## src/rtl/sil_pkg.sv

```systemverilog
// ----------------------------------------------------------------------------
// sil_pkg
// Types and constants shared by the sectioned interpolation lookup modules.
// ----------------------------------------------------------------------------
package sil_pkg;

    localparam int TIME_W  = 40;  // unsigned 24.16 time
    localparam int SEC_W   = 7;
    localparam int BAR_W   = 17;
    localparam int FRAC_W  = 16;
    localparam int HALF_W  = 16;
    localparam int SPAN_W  = BAR_W + FRAC_W;      // a bar number with 16 fraction bits
    localparam int POS_W   = SPAN_W + 1;          // whole bars plus an unreduced fraction
    localparam int STEPS   = TIME_W;              // bits consumed by the serial unit
    localparam int STEP_CW = $clog2(STEPS);

    typedef enum logic [1:0] {
        CMD_CLEAR  = 2'd0,
        CMD_APPEND = 2'd1,
        CMD_QUERY  = 2'd2
    } t_cmd;

    typedef enum logic [1:0] {
        STAT_OK         = 2'd0,
        STAT_NO_SECTION = 2'd1,
        STAT_FULL       = 2'd2
    } t_status;

    typedef enum logic [2:0] {
        ST_IDLE,
        ST_DIVIDE,
        ST_WALK,
        ST_SCALE,
        ST_OUT
    } t_state;

    typedef enum logic {
        MODE_DIV,
        MODE_SCALE
    } t_unit_mode;

    typedef struct packed {
        logic       start;
        t_unit_mode mode;
    } t_unit_req;

endpackage

```

## src/rtl/sil_serial_unit.sv

```systemverilog
// ----------------------------------------------------------------------------
// sil_serial_unit
// Shared compare-and-subtract unit. It runs either a restoring division of b
// by c, or floor(a * b / c) for a < c, one bit of b per step, MSB first.
// ----------------------------------------------------------------------------
module sil_serial_unit
    import sil_pkg::*;
(
    input  logic              i_clk,
    input  logic              i_rst_n,
    input  t_unit_req         i_req,
    input  logic [SPAN_W-1:0] i_a,
    input  logic [TIME_W-1:0] i_b,
    input  logic [SPAN_W-1:0] i_c,
    output logic              o_done,
    output logic [TIME_W-1:0] o_quo
);

    logic               r_busy;
    logic               r_done;
    logic               r_phase;
    t_unit_mode         r_mode;
    logic [STEP_CW-1:0] r_cnt;
    logic [SPAN_W-1:0]  r_a;
    logic [TIME_W-1:0]  r_b;
    logic [SPAN_W-1:0]  r_c;
    logic [SPAN_W-1:0]  r_rem;
    logic [TIME_W-1:0]  r_quo;

    logic [SPAN_W:0]    w_t;
    logic               w_ge;
    logic [SPAN_W:0]    w_red;
    logic               w_bit;
    logic               w_advance;

    assign w_bit = r_b[TIME_W-1];

    // Phase 0 doubles the remainder (bringing in the next dividend bit when
    // dividing); phase 1 adds a when the current bit of b is set.
    always_comb begin
        if (r_phase) begin
            w_t = {1'b0, r_rem} + {1'b0, r_a};
        end else if (r_mode == MODE_DIV) begin
            w_t = {r_rem, w_bit};
        end else begin
            w_t = {r_rem, 1'b0};
        end
        w_ge  = w_t >= {1'b0, r_c};
        w_red = w_ge ? (w_t - {1'b0, r_c}) : w_t;
    end

    assign w_advance = r_phase || (r_mode == MODE_DIV) || !w_bit;

    always_ff @(posedge i_clk) begin
        if (!i_rst_n) begin
            r_busy <= 1'b0;
            r_done <= 1'b0;
        end else begin
            r_done <= 1'b0;
            if (i_req.start) begin
                r_busy <= 1'b1;
            end else if (r_busy && w_advance && r_cnt == STEP_CW'(STEPS - 1)) begin
                r_busy <= 1'b0;
                r_done <= 1'b1;
            end
        end
    end

    always_ff @(posedge i_clk) begin
        if (i_req.start) begin
            r_mode  <= i_req.mode;
            r_a     <= i_a;
            r_b     <= i_b;
            r_c     <= i_c;
            r_rem   <= '0;
            r_quo   <= '0;
            r_cnt   <= '0;
            r_phase <= 1'b0;
        end else if (r_busy) begin
            r_rem <= w_red[SPAN_W-1:0];
            if (r_phase) begin
                r_quo <= r_quo + TIME_W'(w_ge);
            end else begin
                r_quo <= {r_quo[TIME_W-2:0], w_ge};
            end
            if (w_advance) begin
                r_phase <= 1'b0;
                r_b     <= {r_b[TIME_W-2:0], 1'b0};
                r_cnt   <= r_cnt + 1'b1;
            end else begin
                r_phase <= 1'b1;
            end
        end
    end

    assign o_done = r_done;
    assign o_quo  = r_quo;

endmodule

```

## config.mk

```make
export PLATFORM = sky130hd
export DESIGN_NAME = sil_serial_unit
export DESIGN_NICKNAME = d
export VERILOG_FILES = /design/src/rtl/sil_pkg.sv /design/src/rtl/sil_serial_unit.sv
export SDC_FILE = /design/constraint.sdc
export NUM_CORES = 1
export LEC_CHECK = 0
export ABC_CLOCK_PERIOD_IN_PS = 6400
export BUFFER_PORTS_ARGS = -buffer_cell sky130_fd_sc_hd__buf_2
export CAP_MARGIN = 20
export CORE_UTILIZATION = 40
export DETAILED_ROUTE_END_ITERATION = 10
export PLACE_DENSITY = 0.71
export SLEW_MARGIN = 20
export SYNTH_ARGS = -nofsm -noshare
export SYNTH_HDL_FRONTEND = slang
export SYNTH_SLANG_ARGS = --single-unit
```

## constraint.sdc

```tcl
create_clock -name i_clk -period 6.4 [get_ports i_clk]
set_input_delay 0.32 -clock i_clk [delete_from_list [all_inputs] [get_ports i_clk]]
set_output_delay 0.32 -clock i_clk [all_outputs]
set_load 0.02 [all_outputs]
```

==> out/results.ini, run 1 <==
[logic_synthesis]
synthCells=1245
syn_nets=1426
yosysWarnings=0
synthTopCellsByCount=117 x nand2_1, 111 x nor2_1, 107 x edfxtp_1
syn_avg_cell_area_um2=9.30
synthArstFlopShare=0
seq_area_frac_synth=0.419
synth_flop_cell=edfxtp_1
synth_top_area_share=0.278
ys_types=67
synthesis.area_mm2=0.0116
ys_ff_latch=189
synth_edf_count=107
ys_top_cells_by_area=edfxtp_1 28%, dfxtp_1 14%, ha_1 7.5%, mux2_2 6.1%, a21oi_1 4.5%
synth_top_area_cell=edfxtp_1
post-synth-top-count-cell=nand2_1

[global_routing]
grt_antenna_before_repair=1
grt_use_total=0.196
grt_pass1_vias=9273
grt_overflow=0
grt_pass1_wl_um=46000
grt_max_degree=94

[finish]
area_delta_synth_final_pct=19.0
nets=1584
antenna_cells=0
drive_above_1_share=0.239
seq_area_mm2=0.00487
fill_cells=2612
multiInputGateArea_mm2=0.00649

[critical_path]
cp.required_ns=6.71
slowest_delay_ns=0.38
critPathMaxFanout=3
crit_type=reg2reg
cpMostUsedCell=ha_4
cpMaxStageDelayCell=edfxtp_1
worstPathArrival_ns=6.61
cp-end-kind=register
cp-start-kind=register

[power_and_ir_drop]
power_leakage_nw=5.63
total_power_w=0.00379
power.density_mw_per_mm2=275
ir_drop_mv=0.207

[cts]
cts_max_level=4
cts_tree=done
root_buffer=clkbuf_16
clk_latency_ns=0.44
clk_pin_slew_worst_paths_ns=0.08
max-clock-path-buffers=2
cts_hold_buf=0
numClockSinks=189
cts_made_buffers=17

[routing]
drt_iter0_markers=822
drtAntennaViolNets=0
dr.pass1.iters=5
routed_wl_um=29300
drcViolationCount=0
wire_per_inst_um=16.3
num_vias=10000
viasPerCell=5.58

[placement]
port_buffers=150
gp_congestion=0.919
place_hpwl_um=20500

[die]
core_mm2=0.0282
fp.dieW_um=172
dieHeight_um=172
start_util=0.411
ioPinCount=151
std_cell_rows=61
die_area_mm2=0.0296

[timing]
maxSlewViolCount=0
max_freq_mhz=159
setup_violations=0
relSlewSlack=0.352
worst_clock_skew_ns=0.0182
finalSetupTns_ns=0
grt_setup_unrepaired=true
worstMarginPinSlew_ns=0.963
hold_viol_final=0
min_period_ns=6.31
period_share=0.986

[flow_run]
cap_viol_max_count=0

[outcome]
status=complete, no violations

[worst_hold_path]
hp-class=in2reg

[logic make-up (layout without fill, tap and decap cells)]
group,count (synthesis),after routing,share of synthesized area
compound gates,371,371,0.207
flops,189,189,0.419
simple gates,362,362,0.142
xor+xnor,58,58,0.0439
buf+inv,121,292,0.0401
mux,73,73,0.0699
fa+ha+maj,71,71,0.0780
[final timing paths]
kind	endpoint	startpoint	slack, ns	depth (start not counted)
hold reg to reg	r_cnt[5]$_SDFFE_PP0P_	r_cnt[5]$_SDFFE_PP0P_	0.49	2
hold / removal	r_c[4]$_DFFE_PP_	i_c[4]	0.04	1
setup / recovery	o_quo[36]$_SDFFE_PP0P_	r_a[0]$_DFFE_PP_	0.09	34
setup reg to reg	o_quo[36]$_SDFFE_PP0P_	r_a[0]$_DFFE_PP_	0.09	34
[power by group]
| part | switching [W] | internal, W | leakage, nW |
|---|---|---|---|
| combinational | 0.000692 | 0.000533 | 3.61 |
| clock | 0.000544 | 0.000563 | 0.292 |
| sequential | 0.0000642 | 0.00139 | 1.73 |
| total | 0.00130 | 0.00249 | 5.63 |
[worst max-delay path: cells and delay by family, from the launching register on]
| family | cells | cell delay, ns |
|---|---|---|
| fa+ha+maj | 5 | 1.04 |
| buf+inv | 3 | 0.28 |
| simple gates | 12 | 1.92 |
| xor+xnor | 1 | 0.15 |
| mux | 1 | 0.28 |
| flops | 1 | 0.38 |
| compound gates | 12 | 2.13 |
[metal layers]
layer | part of all wire | GRT usage | vias to the layer above
met4 | 0.014 | 0.0612 | 2
met1 | 0.45 | 0.260 | 4745
met2 | 0.48 | 0.327 | 299
met3 | 0.051 | 0.0316 | 34
met5 | 0.00034 | 0 | -
li1 | - | - | 4936
[repair_timing]
item	4_1_cts	5_1_grt
setup buffers	0	11
endpoints found under the setup margin	1	28
gates resized for setup	3	47
pin swaps	1	26
[per-stage QoR]
stage	util	setup WS, ns	hold WS, ns	cells	area, um^2
after floorplan	-	0.0988	0.419	1245	11600
after global placement	0.457	0.164	0.463	1751	12900
after detailed placement	0.457	-0.0101	0.484	1751	12900
after CTS	0.479	0.00471	0.0171	1783	13500
after global routing	0.489	-0.302	0.0176	1794	13800
final	0.489	0.0923	0.0435	1794	13800
[cell usage in the layout, fill, tap and decap left out, types with 11 or more instances in the layout]
cell type | Yosys | layout
a211oi_1 | 32 | 31
edfxtp_1 | 107 | 107
ha_1 | 69 | 64
nand3_1 | 32 | 31
a31oi_1 | 23 | 22
a32oi_1 | 11 | 11
buf_2 | 5 | 149
dfxtp_1 | 82 | 79
nor3_1 | 23 | 20
o31ai_1 | 13 | 11
nor2_1 | 111 | 107
and3_1 | 14 | 13
inv_1 | 61 | 60
buf_4 | 1 | 46
a21o_1 | 27 | 27
o21ai_0 | 80 | 74
nand2_1 | 117 | 114
xnor2_1 | 35 | 35
clkbuf_16 | 0 | 17
a21oi_1 | 103 | 102
xor2_1 | 23 | 23
mux2_2 | 63 | 62
[registers in the layout (all words and copies together), names as in the netlist]
name,flops
r_phase,1
r_b,40
o_quo,40
r_busy,1
r_rem,33
r_a,33
r_c,33
r_cnt,6
r_mode,1
o_done,1
[area by class of cell]
| class | instances | area share |
|---|---|---|
| multi-input cells | 935 | 0.471 |
| flip-flops and latches | 189 | 0.353 |
| repair buffers | 197 | 0.0808 |
| well taps | 378 | 0.0343 |
| clock buffers | 17 | 0.0309 |
| inverters | 63 | 0.0172 |
| clock inverters | 15 | 0.0124 |
Note: power is estimated with default switching activity, not from simulation.
==> inputs of run 2 (changes only) <==
- CORE_UTILIZATION: 40 -> 32
- PLACE_DENSITY: 0.71 -> 0.61
==> out/results.ini, run 2 (synthesis results as in run 1) <==
[cts]
cts_max_level=4
root_buffer=clkbuf_16
max-clock-path-buffers=2
numClockSinks=189
clk_latency_ns=0.46
cts_tree=done
cts_hold_buf=0
cts_made_buffers=17
clk_pin_slew_worst_paths_ns=0.08

[die]
core_mm2=0.0356
fp.dieW_um=192
die_area_mm2=0.0369
dieHeight_um=192
ioPinCount=151
std_cell_rows=69
start_util=0.325

[global_routing]
grt_max_degree=81
grt_pass1_wl_um=48200
grt_pass1_vias=9201
grt_use_total=0.166
grt_overflow=0
grt_antenna_before_repair=0

[critical_path]
critPathMaxFanout=4
cp.required_ns=6.72
r2r-start=r_a[0]$_DFFE_PP_
cp-end-kind=register
critPathLaunch=r_a[0]$_DFFE_PP_
crit_type=reg2reg
slowest_delay_ns=0.39
reg2regPathDepth=33
cp-start-kind=register
r2r_slack_ns=0.02
cpMaxStageDelayCell=edfxtp_1
crit_end=o_quo[36]$_SDFFE_PP0P_
worstPathArrival_ns=6.70
reg2reg_to=o_quo[36]$_SDFFE_PP0P_
cpMostUsedCell=ha_4

[timing]
worst_clock_skew_ns=0.0143
hold_viol_final=0
holdWs_ns=0.0298
max_freq_mhz=157
setup_violations=0
min_period_ns=6.38
maxSlewViolCount=0
grt_setup_unrepaired=true
finalSetupTns_ns=0
relSlewSlack=0.313
period_share=0.997
setup_slack_ns=0.0184
worstMarginPinSlew_ns=1.02

[finish]
final_util=0.389
antenna_cells=0
area_delta_synth_final_pct=19.4
seq_area_mm2=0.00486
drive_above_1_share=0.240
nets=1581
fill_cells=3575
stdcell_count=1874
multiInputGateArea_mm2=0.00650
final_cell_mix=149 x buf_2, 114 x nand2_1, 107 x nor2_1, 107 x edfxtp_1, 102 x a21oi_1
final_common_cell=buf_2

[routing]
drcViolationCount=0
num_vias=9810
wire_per_inst_um=16.4
viasPerCell=5.23
drt_iter0_markers=535
dr.pass1.iters=5
routed_wl_um=30800
drtAntennaViolNets=0

[power_and_ir_drop]
ir_drop_mv=0.199
pwr-share-comb=0.326
pwr-share-clk=0.284
switching_power_w=0.00128
pwr-share-seq=0.389
power.density_mw_per_mm2=271
power_leakage_nw=5.59
intPower_w=0.00246
sw_frac_of_total=0.343

[placement]
place_ws_ns=0.0328
port_buffers=150
gp_congestion=0.892
dp.cells=1835
place_hpwl_um=21400

[flow_run]
cap_viol_max_count=0

[worst_hold_path]
hp-class=in2reg

[outcome]
status=complete, no violations

[run 2: changes by cell type in the layout (fill, tap and decap cells not counted), moves of 2 or more]
cell,before,now
buf_4,46,43
clkinv_2,0,3
inv_6,3,5
o21ai_2,0,3
clkinvlp_4,1,3
o21ai_0,74,72
inv_8,7,1
[run 2: critical path: cells and delay by family, from the launching register on]
family                   cells  cell delay [ns]
AO/OA/AOI/OAI               12             2.19
AND/OR/NAND/NOR             12             1.95
adder cells (fa/ha/maj)      5             1.10
flip-flops                   1             0.39
multiplexers                 1             0.29
XOR/XNOR                     1             0.16
buffers and inverters        2             0.13
[run 2: per-stage QoR]
stage / power (W) / instance area (um^2)
floorplan: 0.00234 / 11600
global placement: 0.00265 / 13000
detailed placement: 0.00267 / 13000
CTS: 0.00375 / 13600
global route: 0.00397 / 13800
finish: 0.00375 / 13800
[run 2: worst min-delay path by stage]
stage                                startpoint               endpoint  slack, ns  depth (start not counted)
final                                   i_a[12]      r_a[12]$_DFFE_PP_       0.03                          1
after global routing                    i_a[14]      r_a[14]$_DFFE_PP_      0.007                          1
after CTS                               i_c[29]      r_c[29]$_DFFE_PP_      0.005                          1
after detailed placement  r_cnt[5]$_SDFFE_PP0P_  r_cnt[5]$_SDFFE_PP0P_       0.48                          2
after global placement    r_cnt[5]$_SDFFE_PP0P_  r_cnt[5]$_SDFFE_PP0P_       0.47                          2
after floorplan                          i_a[0]       r_a[0]$_DFFE_PP_       0.42                          0
[run 2: repair_timing]
item	CTS	global route
pin swaps	0	30
setup buffers	0	8
setup endpoints to repair	1	24
resized for setup	1	52
[run 2: final cells by class]
class	count	area share
inverter	63	0.0171
sequential	189	0.352
clock buffer	17	0.0308
clock inverter	15	0.00977
multi-input combinational	935	0.470
timing repair buffer	194	0.0789
tap	461	0.0417
[run 2: routing by layer]
layer | part of all wire | GRT usage | routed length (um)
met1 | 0.47 | 0.222 | 14500
met2 | 0.47 | 0.273 | 14600
met3 | 0.039 | 0.0248 | 1210
met4 | 0.015 | 0.0506 | 474
met5 | 0 | 0 | 0
[run 2: power by group through the flow]
stage | Clock (W) | Sequential, W | Combinational, W
after floorplan | 0 | 0.00145 | 0.000890
after global placement | 0 | 0.00148 | 0.00117
after detailed placement | 0 | 0.00148 | 0.00118
after CTS | 0.00110 | 0.00146 | 0.00119
after global routing | 0.00114 | 0.00147 | 0.00136
final | 0.00106 | 0.00146 | 0.00122
==> inputs of run 3 (changes only) <==
- CELL_PAD_IN_SITES_DETAIL_PLACEMENT: unset -> 1
- CELL_PAD_IN_SITES_GLOBAL_PLACEMENT: unset -> 1
- PLACE_DENSITY: 0.61 -> 0.73
==> out/results.ini, run 3 (synthesis results as in run 1) <==
[timing]
period_share=1.03
min_period_ns=6.58
relSlewSlack=0.353
worst_clock_skew_ns=0.0159
hold_viol_final=0
maxSlewViolCount=0
setup_violations=6
worstMarginPinSlew_ns=0.970
finalSetupTns_ns=-0.510
setup_slack_ns=-0.181
max_freq_mhz=152
grt_setup_unrepaired=true

[cts]
cts_made_buffers=17
root_buffer=clkbuf_16
clk_pin_slew_worst_paths_ns=0.09
cts_tree=done
clk_latency_ns=0.47
numClockSinks=189
cts_max_level=4
max-clock-path-buffers=2

[global_routing]
met3_usage=0.0291
grt_pass1_wl_um=54600
grt_pass1_vias=10600
grt_use_total=0.188
grt_max_degree=86
use_met2=0.318
gr-usage-met1=0.241
grt_antenna_before_repair=1
grt_overflow=0
grt.busiest_layer=met2

[die]
ioPinCount=151
std_cell_rows=69
dieHeight_um=192
start_util=0.325
die_area_mm2=0.0369
core_mm2=0.0356
fp.dieW_um=192

[finish]
final_cell_mix=149 x buf_2, 112 x nand2_1, 107 x nor2_1, 107 x edfxtp_1, 101 x a21oi_1
drive_above_1_share=0.265
final_common_cell=buf_2
area_delta_synth_final_pct=24.3
nets=1627
stdcell_count=1921
postLayoutCellArea_mm2=0.0144

[routing]
drt_iter0_markers=461
num_vias=10300
viasPerCell=5.35
drcViolationCount=0
wire_per_inst_um=18.1
drtAntennaViolNets=0
routed_wl_um=34800
dr.pass1.iters=5

[critical_path]
worstPathArrival_ns=6.92
crit_type=reg2reg
cp-end-kind=register
cpMaxStageDelayCell=a311o_1
cp.required_ns=6.74
critPathMaxFanout=4
cp-start-kind=register
slowest_delay_ns=0.43
cpMostUsedCell=ha_4

[power_and_ir_drop]
total_power_w=0.00393
power_leakage_nw=5.84
ir_drop_mv=0.202
power.density_mw_per_mm2=273

[placement]
dp.cells=1855
dpl_cell_area_mm2=0.0131
place_ws_ns=-0.249
port_buffers=150
place_hpwl_um=24500
gp_congestion=0.848

[flow_run]
cap_viol_max_count=0

[outcome]
violations=setup timing
status=complete, but fails checks

[worst_hold_path]
hp-class=in2reg

-- run 3: changes by cell type in the layout (fill, tap and decap cells not counted), moves of 3 or more --
cell	change
o31ai_2	+3
inv_8	+3
buf_6	+4
clkinv_8	+4
clkinv_2	-3
o31ai_1	-3
o21ai_0	-5
inv_6	-4
buf_4	+28
o21ai_2	+4
dlygate4sd3_1	+14
-- run 3: report_power, final --
group | total [W] | switching, W | internal (W)
registers | 0.00146 | 0.0000691 | 0.00139
clock network | 0.00115 | 0.000577 | 0.000572
logic | 0.00133 | 0.000744 | 0.000582
total | 0.00393 | 0.00139 | 0.00254
-- run 3: worst paths after layout --
kind | startpoint | cells past startpoint | slack (ns) | to
worst max-delay path | r_a[0]$_DFFE_PP_ | 35 | -0.18 | o_quo[36]$_SDFFE_PP0P_
worst min-delay path | i_c[8] | 1 | 0.03 | r_c[8]$_DFFE_PP_
worst max register to register | r_a[0]$_DFFE_PP_ | 35 | -0.18 | o_quo[36]$_SDFFE_PP0P_
worst min register to register | r_cnt[5]$_SDFFE_PP0P_ | 2 | 0.50 | r_cnt[5]$_SDFFE_PP0P_
-- run 3: cell type report --
class / instances / area (um^2)
fillers: 4173 / 21200
multi-input cells: 935 / 6590
flip-flops and latches: 189 / 4860
repair buffers: 240 / 1490
well taps: 461 / 577
clock buffers: 17 / 425
inverters: 63 / 236
clock inverters: 15 / 206
diodes: 1 / 2.50
-- run 3: routing by layer --
metal | wire, um | vias to the layer above
li1 | - | 5014
met1 | 15900 | 5028
met2 | 17000 | 183
met3 | 1100 | 48
met4 | 727 | 0
met5 | 0 | -
-- run 3: critical path, delay by kind of cell (launching register included) --
kind	cells	cell delay (ns)
XOR/XNOR	1	0.09
AO/OA/AOI/OAI	12	2.34
multiplexers	1	0.29
flip-flops	1	0.42
buffers and inverters	4	0.41
adder cells (fa/ha/maj)	5	0.92
AND/OR/NAND/NOR	12	1.98
-- run 3: repair_timing --
action                                  in CTS  in global routing
endpoints found under the setup margin       8                 25
cloned                                       0                  0
setup buffers                                7                 13
hold endpoints to repair                    14                  0
hold buffers                                14                  0
pin swaps                                   23                 42
gates resized for setup                     23                 57
-- run 3: through the flow --
step	hold slack, ns	util
2_1_floorplan	0.419	-
3_3_place_gp	0.471	0.370
3_5_place_dp	0.486	0.370
4_1_cts	0.000287	0.396
5_1_grt	0.00512	0.405
6_report	0.0254	0.405
